==> src/rtl/ladrc_pkg.sv <==
// Shared types, constants and fixed-point helpers for the first-order LADRC.
// Used by ladrc_ctrl, ladrc_dp and first_order_ladrc; depends on nothing.
`timescale 1ns / 1ps

package ladrc_pkg;

	typedef enum logic [3:0] {
		S_IDLE,
		S_BETA2,
		S_B1E,
		S_B0U,
		S_B2E,
		S_R1DT,
		S_R2DT,
		S_WC,
		S_DIV,
		S_DONE
	} state_t;

	typedef enum logic [3:0] {
		OP_NONE,
		OP_BETA2,
		OP_B1E,
		OP_B0U,
		OP_B2E,
		OP_R1DT,
		OP_R2DT,
		OP_WC,
		OP_DIV
	} op_t;

	// config register indexes
	localparam logic [1:0] CFG_WO  = 2'd0;
	localparam logic [1:0] CFG_WC  = 2'd1;
	localparam logic [1:0] CFG_B0  = 2'd2;
	localparam logic [1:0] CFG_MAX = 2'd3;

	// step numbers inside one operation
	localparam logic [6:0] STEP_FIRST = 7'd0;
	localparam logic [6:0] STEP_ACC1  = 7'd1;
	localparam logic [6:0] STEP_ACC2  = 7'd2;
	localparam logic [6:0] MUL_LAST   = 7'd4;
	localparam logic [6:0] DIV_LAST   = 7'd65;

	localparam logic signed [47:0] WIDE_MAX = 48'sh7FFF_FFFF_FFFF;
	localparam logic signed [47:0] WIDE_MIN = 48'sh8000_0000_0000;
	localparam logic signed [49:0] SAT_HI   = {2'b00, 48'h7FFF_FFFF_FFFF};
	localparam logic signed [49:0] SAT_LO   = {2'b11, 48'h8000_0000_0000};
	localparam logic signed [31:0] GAIN_ONE = 32'sd65536;

	typedef struct packed {
		logic       load;
		op_t        op;
		logic [6:0] step;
		logic       publish;
	} cmd_t;

	typedef struct packed {
		logic skip;
	} st_t;

	function automatic logic signed [47:0] sat48(input logic signed [49:0] x);
		if (x > SAT_HI)
			return WIDE_MAX;
		else if (x < SAT_LO)
			return WIDE_MIN;
		else
			return x[47:0];
	endfunction

	function automatic logic signed [49:0] sx50(input logic signed [47:0] x);
		return {{2{x[47]}}, x};
	endfunction

	function automatic logic [47:0] mag49(input logic signed [48:0] x);
		logic [48:0] t;
		t = x[48] ? 49'(-x) : x;
		return t[47:0];
	endfunction

endpackage

==> src/rtl/ladrc_ctrl.sv <==
// Sequencer for the LADRC update: steps the datapath through seven
// multiplications and one division. Depends on ladrc_pkg.
`timescale 1ns / 1ps

module ladrc_ctrl (
	input  logic              clk,
	input  logic              arst_n,
	input  logic              in_valid,
	output logic              in_ready,
	output logic              out_valid,
	input  logic              out_ready,
	input  ladrc_pkg::st_t    st,
	output ladrc_pkg::cmd_t   cmd
);

	ladrc_pkg::state_t state_q, state_nxt;
	logic [6:0] step_q;
	logic       out_valid_q;
	logic       out_free;

	assign out_free  = !out_valid_q || out_ready;
	assign out_valid = out_valid_q;

	always_comb begin
		state_nxt = state_q;
		unique case (state_q)
			ladrc_pkg::S_IDLE: begin
				if (in_valid)
					state_nxt = st.skip ? ladrc_pkg::S_DONE : ladrc_pkg::S_BETA2;
			end
			ladrc_pkg::S_BETA2: if (step_q == ladrc_pkg::MUL_LAST) state_nxt = ladrc_pkg::S_B1E;
			ladrc_pkg::S_B1E:   if (step_q == ladrc_pkg::MUL_LAST) state_nxt = ladrc_pkg::S_B0U;
			ladrc_pkg::S_B0U:   if (step_q == ladrc_pkg::MUL_LAST) state_nxt = ladrc_pkg::S_B2E;
			ladrc_pkg::S_B2E:   if (step_q == ladrc_pkg::MUL_LAST) state_nxt = ladrc_pkg::S_R1DT;
			ladrc_pkg::S_R1DT:  if (step_q == ladrc_pkg::MUL_LAST) state_nxt = ladrc_pkg::S_R2DT;
			ladrc_pkg::S_R2DT:  if (step_q == ladrc_pkg::MUL_LAST) state_nxt = ladrc_pkg::S_WC;
			ladrc_pkg::S_WC:    if (step_q == ladrc_pkg::MUL_LAST) state_nxt = ladrc_pkg::S_DIV;
			ladrc_pkg::S_DIV:   if (step_q == ladrc_pkg::DIV_LAST) state_nxt = ladrc_pkg::S_DONE;
			ladrc_pkg::S_DONE:  if (out_free) state_nxt = ladrc_pkg::S_IDLE;
			default:            state_nxt = ladrc_pkg::S_IDLE;
		endcase
	end

	always_comb begin
		in_ready    = 1'b0;
		cmd.load    = 1'b0;
		cmd.op      = ladrc_pkg::OP_NONE;
		cmd.step    = step_q;
		cmd.publish = 1'b0;
		unique case (state_q)
			ladrc_pkg::S_IDLE: begin
				in_ready = 1'b1;
				cmd.load = in_valid;
			end
			ladrc_pkg::S_BETA2: cmd.op = ladrc_pkg::OP_BETA2;
			ladrc_pkg::S_B1E:   cmd.op = ladrc_pkg::OP_B1E;
			ladrc_pkg::S_B0U:   cmd.op = ladrc_pkg::OP_B0U;
			ladrc_pkg::S_B2E:   cmd.op = ladrc_pkg::OP_B2E;
			ladrc_pkg::S_R1DT:  cmd.op = ladrc_pkg::OP_R1DT;
			ladrc_pkg::S_R2DT:  cmd.op = ladrc_pkg::OP_R2DT;
			ladrc_pkg::S_WC:    cmd.op = ladrc_pkg::OP_WC;
			ladrc_pkg::S_DIV:   cmd.op = ladrc_pkg::OP_DIV;
			ladrc_pkg::S_DONE:  cmd.publish = out_free;
			default:            cmd.op = ladrc_pkg::OP_NONE;
		endcase
	end

	always_ff @(posedge clk or negedge arst_n) begin
		if (!arst_n) begin
			state_q     <= ladrc_pkg::S_IDLE;
			step_q      <= 7'd0;
			out_valid_q <= 1'b0;
		end else begin
			state_q <= state_nxt;
			// restart the step count on every state change
			step_q  <= (state_nxt != state_q) ? 7'd0 : step_q + 7'd1;
			if (cmd.publish)
				out_valid_q <= 1'b1;
			else if (out_ready)
				out_valid_q <= 1'b0;
		end
	end

`ifndef NO_ASSERTIONS
	a_busy_after_accept: assert property (@(posedge clk) disable iff (!arst_n)
		(in_valid && in_ready) |=> (state_q != ladrc_pkg::S_IDLE))
		else $error("block stayed idle after accepting a request");
	a_mul_step_bound: assert property (@(posedge clk) disable iff (!arst_n)
		(cmd.op != ladrc_pkg::OP_NONE && cmd.op != ladrc_pkg::OP_DIV) |->
		(step_q <= ladrc_pkg::MUL_LAST))
		else $error("multiply step count overran");
	a_div_step_bound: assert property (@(posedge clk) disable iff (!arst_n)
		(state_q == ladrc_pkg::S_DIV) |-> (step_q <= ladrc_pkg::DIV_LAST))
		else $error("divide step count overran");
	a_no_overwrite: assert property (@(posedge clk) disable iff (!arst_n)
		cmd.publish |-> (!out_valid_q || out_ready))
		else $error("result published over a pending one");
`endif

endmodule

==> src/rtl/ladrc_dp.sv <==
// LADRC datapath: config and observer registers, a 48x16 digit multiplier
// and a restoring divider, all driven by ladrc_ctrl commands. Uses ladrc_pkg.
`timescale 1ns / 1ps

module ladrc_dp (
	input  logic                   clk,
	input  logic                   arst_n,
	input  logic                   cfg_we,
	input  logic [1:0]             cfg_index,
	input  logic [31:0]            cfg_data,
	input  logic                   action,
	input  logic signed [31:0]     reference,
	input  logic signed [31:0]     measurement,
	input  logic [23:0]            time_step,
	input  ladrc_pkg::cmd_t        cmd,
	output ladrc_pkg::st_t         st,
	output logic signed [31:0]     drive
);

	logic [30:0]        wo_q, wc_q, max_q;
	logic signed [31:0] b0_q, b0_eff;
	logic signed [47:0] z1_q, z2_q;
	logic signed [31:0] last_q, out_q;

	logic signed [31:0] ref_q;
	logic [23:0]        dt_q;
	logic signed [47:0] e_q, beta2_q, t1_q, t2_q, rate1_q, rate2_q, v_q;
	logic [47:0]        a_mag_q, b_mag_q;
	logic               neg_q;
	logic [95:0]        acc_q;
	logic [63:0]        quo_q;
	logic [31:0]        rem_q;

	logic               is_mul;
	logic signed [48:0] a_op, b_op;
	logic signed [47:0] ref_diff;
	logic [15:0]        digit;
	logic [63:0]        pp;
	logic [95:0]        pp_sh;
	logic               sh24;
	logic [79:0]        p80;
	logic signed [47:0] prod;
	logic [31:0]        d_mag;
	logic [32:0]        shifted;
	logic [33:0]        diff;
	logic [30:0]        q_clamp;
	logic signed [49:0] meas_x;

	assign b0_eff  = (b0_q == 32'sd0) ? ladrc_pkg::GAIN_ONE : b0_q;
	assign st.skip = action || (time_step == 24'd0);
	assign drive   = out_q;
	assign is_mul  = (cmd.op != ladrc_pkg::OP_NONE) && (cmd.op != ladrc_pkg::OP_DIV);
	assign sh24    = (cmd.op == ladrc_pkg::OP_R1DT) || (cmd.op == ladrc_pkg::OP_R2DT);
	assign meas_x  = {{18{measurement[31]}}, measurement};
	assign ref_diff = ladrc_pkg::sat48({{18{ref_q[31]}}, ref_q} - ladrc_pkg::sx50(z1_q));

	// operand select for the first step of each multiply
	always_comb begin
		a_op = '0;
		b_op = '0;
		unique case (cmd.op)
			ladrc_pkg::OP_BETA2: begin
				a_op = {18'b0, wo_q};
				b_op = {18'b0, wo_q};
			end
			ladrc_pkg::OP_B1E: begin
				a_op = {17'b0, wo_q, 1'b0};
				b_op = {e_q[47], e_q};
			end
			ladrc_pkg::OP_B0U: begin
				a_op = {{17{b0_eff[31]}}, b0_eff};
				b_op = {{17{last_q[31]}}, last_q};
			end
			ladrc_pkg::OP_B2E: begin
				a_op = {beta2_q[47], beta2_q};
				b_op = {e_q[47], e_q};
			end
			ladrc_pkg::OP_R1DT: begin
				a_op = {rate1_q[47], rate1_q};
				b_op = {25'b0, dt_q};
			end
			ladrc_pkg::OP_R2DT: begin
				a_op = {rate2_q[47], rate2_q};
				b_op = {25'b0, dt_q};
			end
			ladrc_pkg::OP_WC: begin
				a_op = {18'b0, wc_q};
				b_op = {ref_diff[47], ref_diff};
			end
			default: begin
				a_op = '0;
				b_op = '0;
			end
		endcase
	end

	// one 16-bit digit of the multiplier per step
	always_comb begin
		if (cmd.step == ladrc_pkg::STEP_ACC1)
			digit = b_mag_q[15:0];
		else if (cmd.step == ladrc_pkg::STEP_ACC2)
			digit = b_mag_q[31:16];
		else
			digit = b_mag_q[47:32];
		pp = {16'b0, a_mag_q} * {48'b0, digit};
		if (cmd.step == ladrc_pkg::STEP_ACC1)
			pp_sh = {32'b0, pp};
		else if (cmd.step == ladrc_pkg::STEP_ACC2)
			pp_sh = {16'b0, pp, 16'b0};
		else
			pp_sh = {pp, 32'b0};
	end

	// scale, truncate toward zero, saturate to 48 bits
	always_comb begin
		p80 = sh24 ? {8'b0, acc_q[95:24]} : acc_q[95:16];
		if (neg_q)
			prod = (p80 > 80'h8000_0000_0000) ? ladrc_pkg::WIDE_MIN : 48'(-p80[47:0]);
		else
			prod = (p80 > 80'h7FFF_FFFF_FFFF) ? ladrc_pkg::WIDE_MAX : p80[47:0];
	end

	always_comb begin
		d_mag   = b0_eff[31] ? 32'(-b0_eff) : b0_eff;
		shifted = {rem_q, quo_q[63]};
		diff    = {1'b0, shifted} - {2'b0, d_mag};
		q_clamp = (quo_q > {33'b0, max_q}) ? max_q : quo_q[30:0];
	end

	always_ff @(posedge clk or negedge arst_n) begin
		if (!arst_n) begin
			wo_q   <= '0;
			wc_q   <= '0;
			b0_q   <= ladrc_pkg::GAIN_ONE;
			max_q  <= '0;
			z1_q   <= '0;
			z2_q   <= '0;
			last_q <= '0;
		end else begin
			if (cfg_we) begin
				unique case (cfg_index)
					ladrc_pkg::CFG_WO:  wo_q  <= cfg_data[30:0];
					ladrc_pkg::CFG_WC:  wc_q  <= cfg_data[30:0];
					ladrc_pkg::CFG_B0:  b0_q  <= cfg_data;
					ladrc_pkg::CFG_MAX: max_q <= cfg_data[30:0];
					default:            wo_q  <= wo_q;
				endcase
			end
			if (cmd.load && action) begin
				z1_q   <= meas_x[47:0];
				z2_q   <= '0;
				last_q <= '0;
			end
			if (cmd.step == ladrc_pkg::MUL_LAST) begin
				if (cmd.op == ladrc_pkg::OP_R1DT)
					z1_q <= ladrc_pkg::sat48(ladrc_pkg::sx50(z1_q) + ladrc_pkg::sx50(prod));
				if (cmd.op == ladrc_pkg::OP_R2DT)
					z2_q <= ladrc_pkg::sat48(ladrc_pkg::sx50(z2_q) + ladrc_pkg::sx50(prod));
			end
			if (cmd.op == ladrc_pkg::OP_DIV && cmd.step == ladrc_pkg::DIV_LAST)
				last_q <= neg_q ? 32'(-{1'b0, q_clamp}) : {1'b0, q_clamp};
		end
	end

	always_ff @(posedge clk) begin
		if (cmd.load) begin
			ref_q <= reference;
			dt_q  <= time_step;
			e_q   <= ladrc_pkg::sat48(ladrc_pkg::sx50(z1_q) - meas_x);
		end
		if (cmd.publish)
			out_q <= last_q;
		if (is_mul) begin
			if (cmd.step == ladrc_pkg::STEP_FIRST) begin
				a_mag_q <= ladrc_pkg::mag49(a_op);
				b_mag_q <= ladrc_pkg::mag49(b_op);
				neg_q   <= a_op[48] ^ b_op[48];
				acc_q   <= '0;
			end else if (cmd.step == ladrc_pkg::MUL_LAST) begin
				unique case (cmd.op)
					ladrc_pkg::OP_BETA2: beta2_q <= prod;
					ladrc_pkg::OP_B1E:   t1_q    <= prod;
					ladrc_pkg::OP_B0U:   t2_q    <= prod;
					ladrc_pkg::OP_B2E:   rate2_q <= ladrc_pkg::sat48(-ladrc_pkg::sx50(prod));
					ladrc_pkg::OP_WC:
						v_q <= ladrc_pkg::sat48(ladrc_pkg::sx50(prod) - ladrc_pkg::sx50(z2_q));
					default:             acc_q   <= acc_q;
				endcase
			end else begin
				acc_q <= acc_q + pp_sh;
			end
			// rate1 uses the old z2 before the observer advances
			if (cmd.op == ladrc_pkg::OP_B2E && cmd.step == ladrc_pkg::STEP_ACC1)
				rate1_q <= ladrc_pkg::sat48(ladrc_pkg::sx50(z2_q) - ladrc_pkg::sx50(t1_q)
					+ ladrc_pkg::sx50(t2_q));
		end
		if (cmd.op == ladrc_pkg::OP_DIV) begin
			if (cmd.step == ladrc_pkg::STEP_FIRST) begin
				quo_q <= {ladrc_pkg::mag49({v_q[47], v_q}), 16'b0};
				rem_q <= '0;
				neg_q <= v_q[47] ^ b0_eff[31];
			end else if (cmd.step != ladrc_pkg::DIV_LAST) begin
				if (!diff[33]) begin
					rem_q <= diff[31:0];
					quo_q <= {quo_q[62:0], 1'b1};
				end else begin
					rem_q <= shifted[31:0];
					quo_q <= {quo_q[62:0], 1'b0};
				end
			end
		end
	end

endmodule

==> src/rtl/first_order_ladrc.sv <==
// First-order linear ADRC, top level: joins the sequencer and the datapath.
// Depends on ladrc_pkg, ladrc_ctrl and ladrc_dp.
//
// Usage:
//   Input channel (in_valid/in_ready) takes one request: action, reference,
//   measurement and time_step. Each request yields exactly one drive value
//   on the output channel (out_valid/out_ready).
//   An update request runs seven multiplies in turn on the shared 48x16
//   digit multiplier, then the one-bit-per-cycle restoring divider, then
//   loads the output register once out_valid is clear or out_ready is
//   high. A reset request or a zero time step skips the multiplies and
//   the divider and goes straight to that load. One request is in work at
//   a time; in_ready is high only while the sequencer is idle, so a new
//   request is not accepted until the last one has loaded the output register.
//   The output register holds the last result; a new request is accepted
//   while it waits, and its result waits in turn until out_ready frees it.
//   Config writes (cfg_we, cfg_index, cfg_data) take effect at once and
//   belong only in idle periods.
//   At reset the observer states, the held result, the gains and the limit
//   clear, the plant gain returns to 1.0 and the drive register has no reset.
`timescale 1ns / 1ps

module first_order_ladrc (
	input  logic               clk,
	input  logic               arst_n,
	input  logic               cfg_we,
	input  logic [1:0]         cfg_index,
	input  logic [31:0]        cfg_data,
	input  logic               in_valid,
	output logic               in_ready,
	input  logic               action,
	input  logic signed [31:0] reference,
	input  logic signed [31:0] measurement,
	input  logic [23:0]        time_step,
	output logic               out_valid,
	input  logic               out_ready,
	output logic signed [31:0] drive
);

	ladrc_pkg::cmd_t cmd;
	ladrc_pkg::st_t  st;

	ladrc_ctrl u_ctrl (
		.clk       (clk),
		.arst_n    (arst_n),
		.in_valid  (in_valid),
		.in_ready  (in_ready),
		.out_valid (out_valid),
		.out_ready (out_ready),
		.st        (st),
		.cmd       (cmd)
	);

	ladrc_dp u_dp (
		.clk         (clk),
		.arst_n      (arst_n),
		.cfg_we      (cfg_we),
		.cfg_index   (cfg_index),
		.cfg_data    (cfg_data),
		.action      (action),
		.reference   (reference),
		.measurement (measurement),
		.time_step   (time_step),
		.cmd         (cmd),
		.st          (st),
		.drive       (drive)
	);

endmodule
==> config.mk <==
export PLATFORM = sky130hd
export DESIGN_NAME = first_order_ladrc
export DESIGN_NICKNAME = d
export VERILOG_FILES = /design/src/rtl/ladrc_pkg.sv /design/src/rtl/ladrc_ctrl.sv /design/src/rtl/ladrc_dp.sv /design/src/rtl/first_order_ladrc.sv
export SDC_FILE = /design/constraint.sdc
export NUM_CORES = 2
export LEC_CHECK = 0
export BUFFER_PORTS_ARGS = -buffer_cell sky130_fd_sc_hd__buf_4
export CAP_MARGIN = 5
export CORE_UTILIZATION = 28
export CTS_BUF_LIST = sky130_fd_sc_hd__clkbuf_16
export DETAILED_ROUTE_END_ITERATION = 8
export PLACE_DENSITY_LB_ADDON = 0.15
export SLEW_MARGIN = 10
export SYNTH_ARGS = -nofsm -noshare
export SYNTH_HDL_FRONTEND = slang
export SYNTH_SLANG_ARGS = --single-unit
==> constraint.sdc <==
create_clock -name clk -period 15.09 [get_ports clk]
set_input_delay 2.2635 -clock clk [delete_from_list [all_inputs] [get_ports clk]]
set_output_delay 2.2635 -clock clk [all_outputs]
set_load 0.05 [all_outputs]
## Yosys cells after proc, flatten, opt, wreduce, memory -nomap -nowiden

Index checks and enable logic that the tools add are counted.
Widths: inputs -> output; s select.

| storage, ports and cells | value |
|---|---|
| register bits | 978 |
| bits of input ports | 128 |
| word-level logic and storage cells | 189 |

| cells by class | value |
|---|---|
| add/subtract/negate cells | 17 |
| multiply operators | 1 |
| $lt $le $gt $ge | 17 |
| eq/ne operators | 28 |
| muxes and demuxes | 64 |
| bitwise operators | 3 |
| reduce and logical (&&, ||, !) cells | 32 |

Operator list:

| operator | count |
|---|---|
| $mux 48 | 22 |
| $gt 50x48->1 const B | 7 |
| $lt 50x48->1 const B | 7 |
| $pmux 49 s7 | 1 |
| $mux 96 | 3 |
| $pmux 49 s5 | 1 |
| $mux 32 | 7 |
| $neg 48->48 | 4 |
| $mux 64 | 2 |
| $add 48x48->49 | 2 |
| $sub 48x48->49 | 2 |
| $add 96x96->96 | 1 |
| $gt 80x47->1 const B | 1 |
| $gt 80x48->1 const B | 1 |
| $mux 80 | 1 |
| $gt 64x31->1 | 1 |
| $mul 48x16->64 | 1 |
| $add 49x48->50 | 1 |
| $neg 48->50 | 1 |
| $sub 32x48->49 | 1 |
| $sub 48x32->49 | 1 |
| $mux 4 | 11 |
| $pmux 4 s10 | 1 |
| $sub 33x32->34 | 1 |
| 37 further kinds | 81 |

## Logic depth before layout (Yosys ltp)

| depth | value |
|---|---|
| word-level depth | 14 |
| depth in mapped cells | 54 |

## Modules after synthesis

From an unflattened synthesis, not the netlist that was laid out.

| unflattened totals | value |
|---|---|
| cell total of the unflattened synthesis | 10652 |
| area, all modules | 96563.9 um^2 |

By module, submodules not included:

| module | instances | cells each | area an instance (um^2) |
|---|---|---|---|
| ladrc_dp | 1 | 10580 | 95863.2 |
| ladrc_ctrl | 1 | 72 | 700.7 |

## Worst setup path before layout

No wires, ideal clock.

| timing | value |
|---|---|
| path kind | register -> register |
| from | register u_ctrl.step_q[3] |
| to | register u_dp.acc_q[94], data pin |
| setup time | 258 ps |
| arrival time | 11427 ps |
| data required time | 14832 ps |
| setup slack | 3405 ps |
| stages on the path, launching flop included | 47 |
| path through | dfrtp_1 > nor4_1 > nor2b_1 > clkbuf_1 > nand2_1 > clkbuf_1 > clkbuf_1 > nand2_1 > o21ai_0 > clkbuf_1 > and2_1 > fa_1 > inv_1 > fa_1 > fa_1 > inv_1 > fa_1 > fa_1 > [... 11 more ...] > a221oi_1 > or3_1 > a311o_1 > or3_1 > mux2_2 > o221ai_1 > ha_1 > inv_1 > o21bai_1 > a21o_1 > a221o_1 > a211o_1 > o211ai_1 > a2111oi_0 > o21a_1 > o21ai_0 > or3b_2 > mux2i_1 |

| on the way | value |
|---|---|
| longest elaborated chain between the ends | 8 |
| elaborated cells on any way between the ends | 10 |
| those cells by class | add/sub (1); mul (1); eq/ne (2); mux (5); reduce/logical (1) |

RTL lines:

| item | RTL line | source |
|---|---|---|
| from (decl) | ladrc_ctrl.sv:17 | `logic [6:0] step_q;` |
| from (signal assigned) | ladrc_ctrl.sv:76 | `step_q <= (state_nxt != state_q) ? 7'd0 : step_q + 7'd1;` |
| $eq 7x2->1 | ladrc_dp.sv:101, ladrc_dp.sv:108 |  |
| $mux 16 | ladrc_dp.sv:101 | `else if (cmd.step == ladrc_pkg::STEP_ACC2)` |
| $mux 16 | ladrc_dp.sv:99 | `if (cmd.step == ladrc_pkg::STEP_ACC1)` |
| $mul 48x16->64 | ladrc_dp.sv:105 | `pp = {16'b0, a_mag_q} * {48'b0, digit};` |
| $mux 96 | ladrc_dp.sv:108 | `else if (cmd.step == ladrc_pkg::STEP_ACC2)` |
| $mux 96 | ladrc_dp.sv:106 | `if (cmd.step == ladrc_pkg::STEP_ACC1)` |
| $add 96x96->96 | ladrc_dp.sv:190 | `acc_q <= acc_q + pp_sh;` |
| $mux 96 | ladrc_dp.sv:179 | `end else if (cmd.step == ladrc_pkg::MUL_LAST) begin` |
| to (signal assigned) | ladrc_dp.sv:187 | `default: acc_q <= acc_q;` |
| to (signal assigned) | ladrc_dp.sv:190 |  |
| to (decl) | ladrc_dp.sv:30 | `logic [95:0] acc_q;` |

Parallel ways exist; a longest one is shown, timed or not. The select of a mux whose other input is x is not followed.
A chain may end at the register's enable or synchronous reset.

## Final worst setup path

| timing | value |
|---|---|
| from | register u_ctrl.step_q[3] |
| to | register u_dp.acc_q[92], data pin |

The elaborated chain is that of the path after synthesis.

==> metrics.yaml <==
status:
  outcome: "finished, final reports clean"
worst_setup_path:
  crit_arrival_ns: 14.80
  critPathKind: "register to register"
  cp.required_ns: 15.73
  cp-start-kind: "register"
  cp_slowest_stage_delay_ns: 0.92
  crit_fanout: 29
  crit_path_frequent_cell: "fa_1"
  crit_slowest_cell: "o21ai_4"
  worstSetupEndpointType: "register"
place:
  io_buffers: 161
  hpwlAfterDp_um: 319000
  finalWeightedCongestion: 0.950
timing:
  final-max-slew-violation-count: 0
  worst_pin_slew_ns: 1.34
  setup_violations: 0
  rsz0062_at_grt: "false"
  finalHoldViolCount: 0
  finClkSkew_ns: 0.100
  finalCritPeriodShare: 0.938
  maxSlewHeadroom: 0.109
  period_needed_ns: 14.16
  setup_tns_ns: 0
  max_freq_mhz: 70.6
clock_tree:
  insertion_delay_ns: 0.85
  cts.sinks: 978
  cts_tree: "built"
  cts_resized: 0
  numCtsBuffers: 139
  ctsHoldBuffers: 0
  h-tree-depth: 4
  postCtsSetupBuffers: 0
  cts_max_path_buffers: 4
  root_buffer: "clkbuf_16"
  clkTransAtPathRegs_ns: 0.06
yosys:
  syn_area_um2: 97000
  synth-main-ff-cell: "edfxtp_1"
  ys_seq_elements: 978
  synth_edf_count: 712
  synth_area_per_cell_um2: 8.99
  ys_async_sr_fraction: 0.271
  synth_cells: 10800
  yosysUniqueCellTypes: 125
  yosys_warnings: 0
  synth_fp_nets: 12228
  yosysSeqAreaShare: 0.289
finish:
  fillerInstances: 36096
  areaGrowthSynthToFinish_pct: 11.7
  fin_nets: 12240
  layout-drive-gt1-share: 0.0835
detailed_routing:
  drtPass1Iterations: 8
  final_antenna_net_count: 0
  drc: 0
  routed_wl_um: 408000
  viasPerCell: 5.33
  drt_iter0_drc: 8068
  wl_per_cell_um: 26.3
  num_vias: 82411
floorplan:
  die_w_um: 591
  num_rows: 215
  initial_core_util: 0.282
  die_h_um: 591
  core_um2: 344000
  ios: 162
  die_area_um2: 349000
global_routing:
  antenna_found_initial: 37
  grt_pass1_wl_um: 590000
  overflow: 0
  grt_use_total: 0.230
  grt_pass1_vias: 82306
  grt_start_max_net_pins: 96
flow_run:
  cap_violations: 0
min_path:
  hold_class: "register to register"
-- cell usage after synthesis, types with 23 or more instances --
library cell,number,area (um^2)
or4_1,29,218
o221ai_1,37,324
nand4_1,94,588
dfrtp_1,264,6610
o211ai_1,50,375
nand2_1,1275,4790
xnor2_1,384,3360
nor3_1,148,741
inv_1,1211,4550
a221o_1,23,230
a211oi_1,39,293
and4_1,31,272
o22ai_1,66,413
xor2_1,289,2530
or3_1,60,375
a21oi_1,814,4070
a31oi_1,89,557
a22oi_1,84,631
fa_1,697,14000
o31ai_1,70,526
nand3_1,205,1030
nor2_1,631,2370
a222oi_1,36,360
nor2b_1,86,538
mux2_2,150,1690
nand2b_1,85,532
buf_2,31,155
or2_2,43,269
o21a_1,70,526
buf_1,31,116
mux2i_1,64,641
a211o_1,27,236
ha_1,603,7540
o21ai_0,534,2670
and3_1,67,419
edfxtp_1,712,21400
and2_1,336,2100
o21bai_1,78,586
clkbuf_1,426,1600
a21o_1,286,2150
o21ai_1,52,260
a22o_1,27,236
nor4_1,67,419
a221oi_1,28,245
-- cell families after synthesis --
group,after synthesis,share of synthesized area
adder cells (fa/ha/maj),1312,0.223
AND/OR/NAND/NOR,3247,0.160
XOR/XNOR,675,0.0612
buffers and inverters,1730,0.0690
AO/OA/AOI/OAI,2638,0.173
flip-flops,978,0.289
multiplexers,220,0.0253
-- sequential cells by signal, summed over array words and instances (netlist names), 7 cells and up --
register / cells
u_ctrl.step_q: 7
u_dp.v_q: 48
u_dp.ref_q: 32
u_dp.a_mag_q: 48
u_dp.b_mag_q: 48
u_dp.e_q: 48
u_dp.b0_q: 32
u_dp.z2_q: 48
u_dp.rate1_q: 48
u_dp.last_q: 32
u_dp.t1_q: 48
u_dp.dt_q: 24
u_dp.quo_q: 64
u_dp.rem_q: 32
u_dp.z1_q: 48
u_dp.t2_q: 48
u_dp.acc_q: 96
u_dp.wc_q: 31
u_dp.wo_q: 31
u_dp.max_q: 31
u_dp.drive: 32
u_dp.rate2_q: 48
u_dp.beta2_q: 48
-- per-layer routing --
metal,track usage,up-vias,routed length [um]
met3,0.0274,546,23500
met1,0.327,41717,189000
met2,0.354,2757,177000
met4,0.0867,8,17800
met5,0,-,54
li1,-,37383,-
-- final timing paths --
kind | end | cells after the start | start | slack [ns]
hold reg to reg | u_dp.drive[5] | 0 | u_dp.last_q[5] | 0.50
setup reg to reg | u_dp.acc_q[92] | 42 | u_ctrl.step_q[3] | 0.93
setup / recovery | u_dp.acc_q[92] | 42 | u_ctrl.step_q[3] | 0.93
max in group asynchronous | u_dp.wo_q[16] | 3 | arst_n | 11.53
min in group asynchronous | u_dp.z1_q[36] | 1 | arst_n | 1.39
hold / removal | u_dp.drive[5] | 0 | u_dp.last_q[5] | 0.50
-- cells in the final DEF, fill, tap and decap left out, types with 150 or more instances in the layout --
cell type / netlist / routed
ha_1: 603 / 603
edfxtp_1: 712 / 712
dfrtp_1: 264 / 262
mux2_2: 150 / 150
a21o_1: 286 / 286
nand2_1: 1275 / 1271
inv_1: 1211 / 1241
xnor2_1: 384 / 384
a21oi_1: 814 / 807
buf_4: 12 / 386
xor2_1: 289 / 289
nor2_1: 631 / 619
and2_1: 336 / 332
o21ai_0: 534 / 518
fa_1: 697 / 697
nand3_1: 205 / 205
-- critical path, delay by kind of cell (launching register included) --
family / cells / cell delay [ns]
flops: 1 / 0.42
fa+ha+maj: 8 / 3.87
mux: 1 / 0.21
xor+xnor: 1 / 0.52
simple gates: 6 / 1.96
buf+inv: 6 / 0.86
compound gates: 20 / 6.08
-- area by class of cell --
cell class | instances | area [um^2] | share of cell area
Clock buffer | 144 | 3600 | 0.0333
Antenna cell | 7 | 17.5 | 0.000162
Tap cell | 4557 | 5700 | 0.0526
Multi-Input combinational cell | 8092 | 62800 | 0.579
Timing Repair Buffer | 387 | 2910 | 0.0269
Inverter | 1214 | 4560 | 0.0421
Clock inverter | 97 | 777 | 0.00717
Sequential cell | 978 | 28000 | 0.259
-- per-stage QoR --
stage	hold WS, ns	instance area [um^2]	cells	utilization	setup slack, ns
after global routing	0.506	108000	15470	0.315	0.00974
after floorplan	0.438	97000	10800	-	3.41
final	0.499	108000	15476	0.315	0.934
after global placement	0.480	104000	15228	0.302	1.02
after CTS	0.499	108000	15469	0.315	0.882
after detailed placement	0.488	104000	15228	0.302	0.993
Power is left out: the tool's default activity adds up to more than one toggle a clock period on the data nets, which glitch-free logic cannot reach.
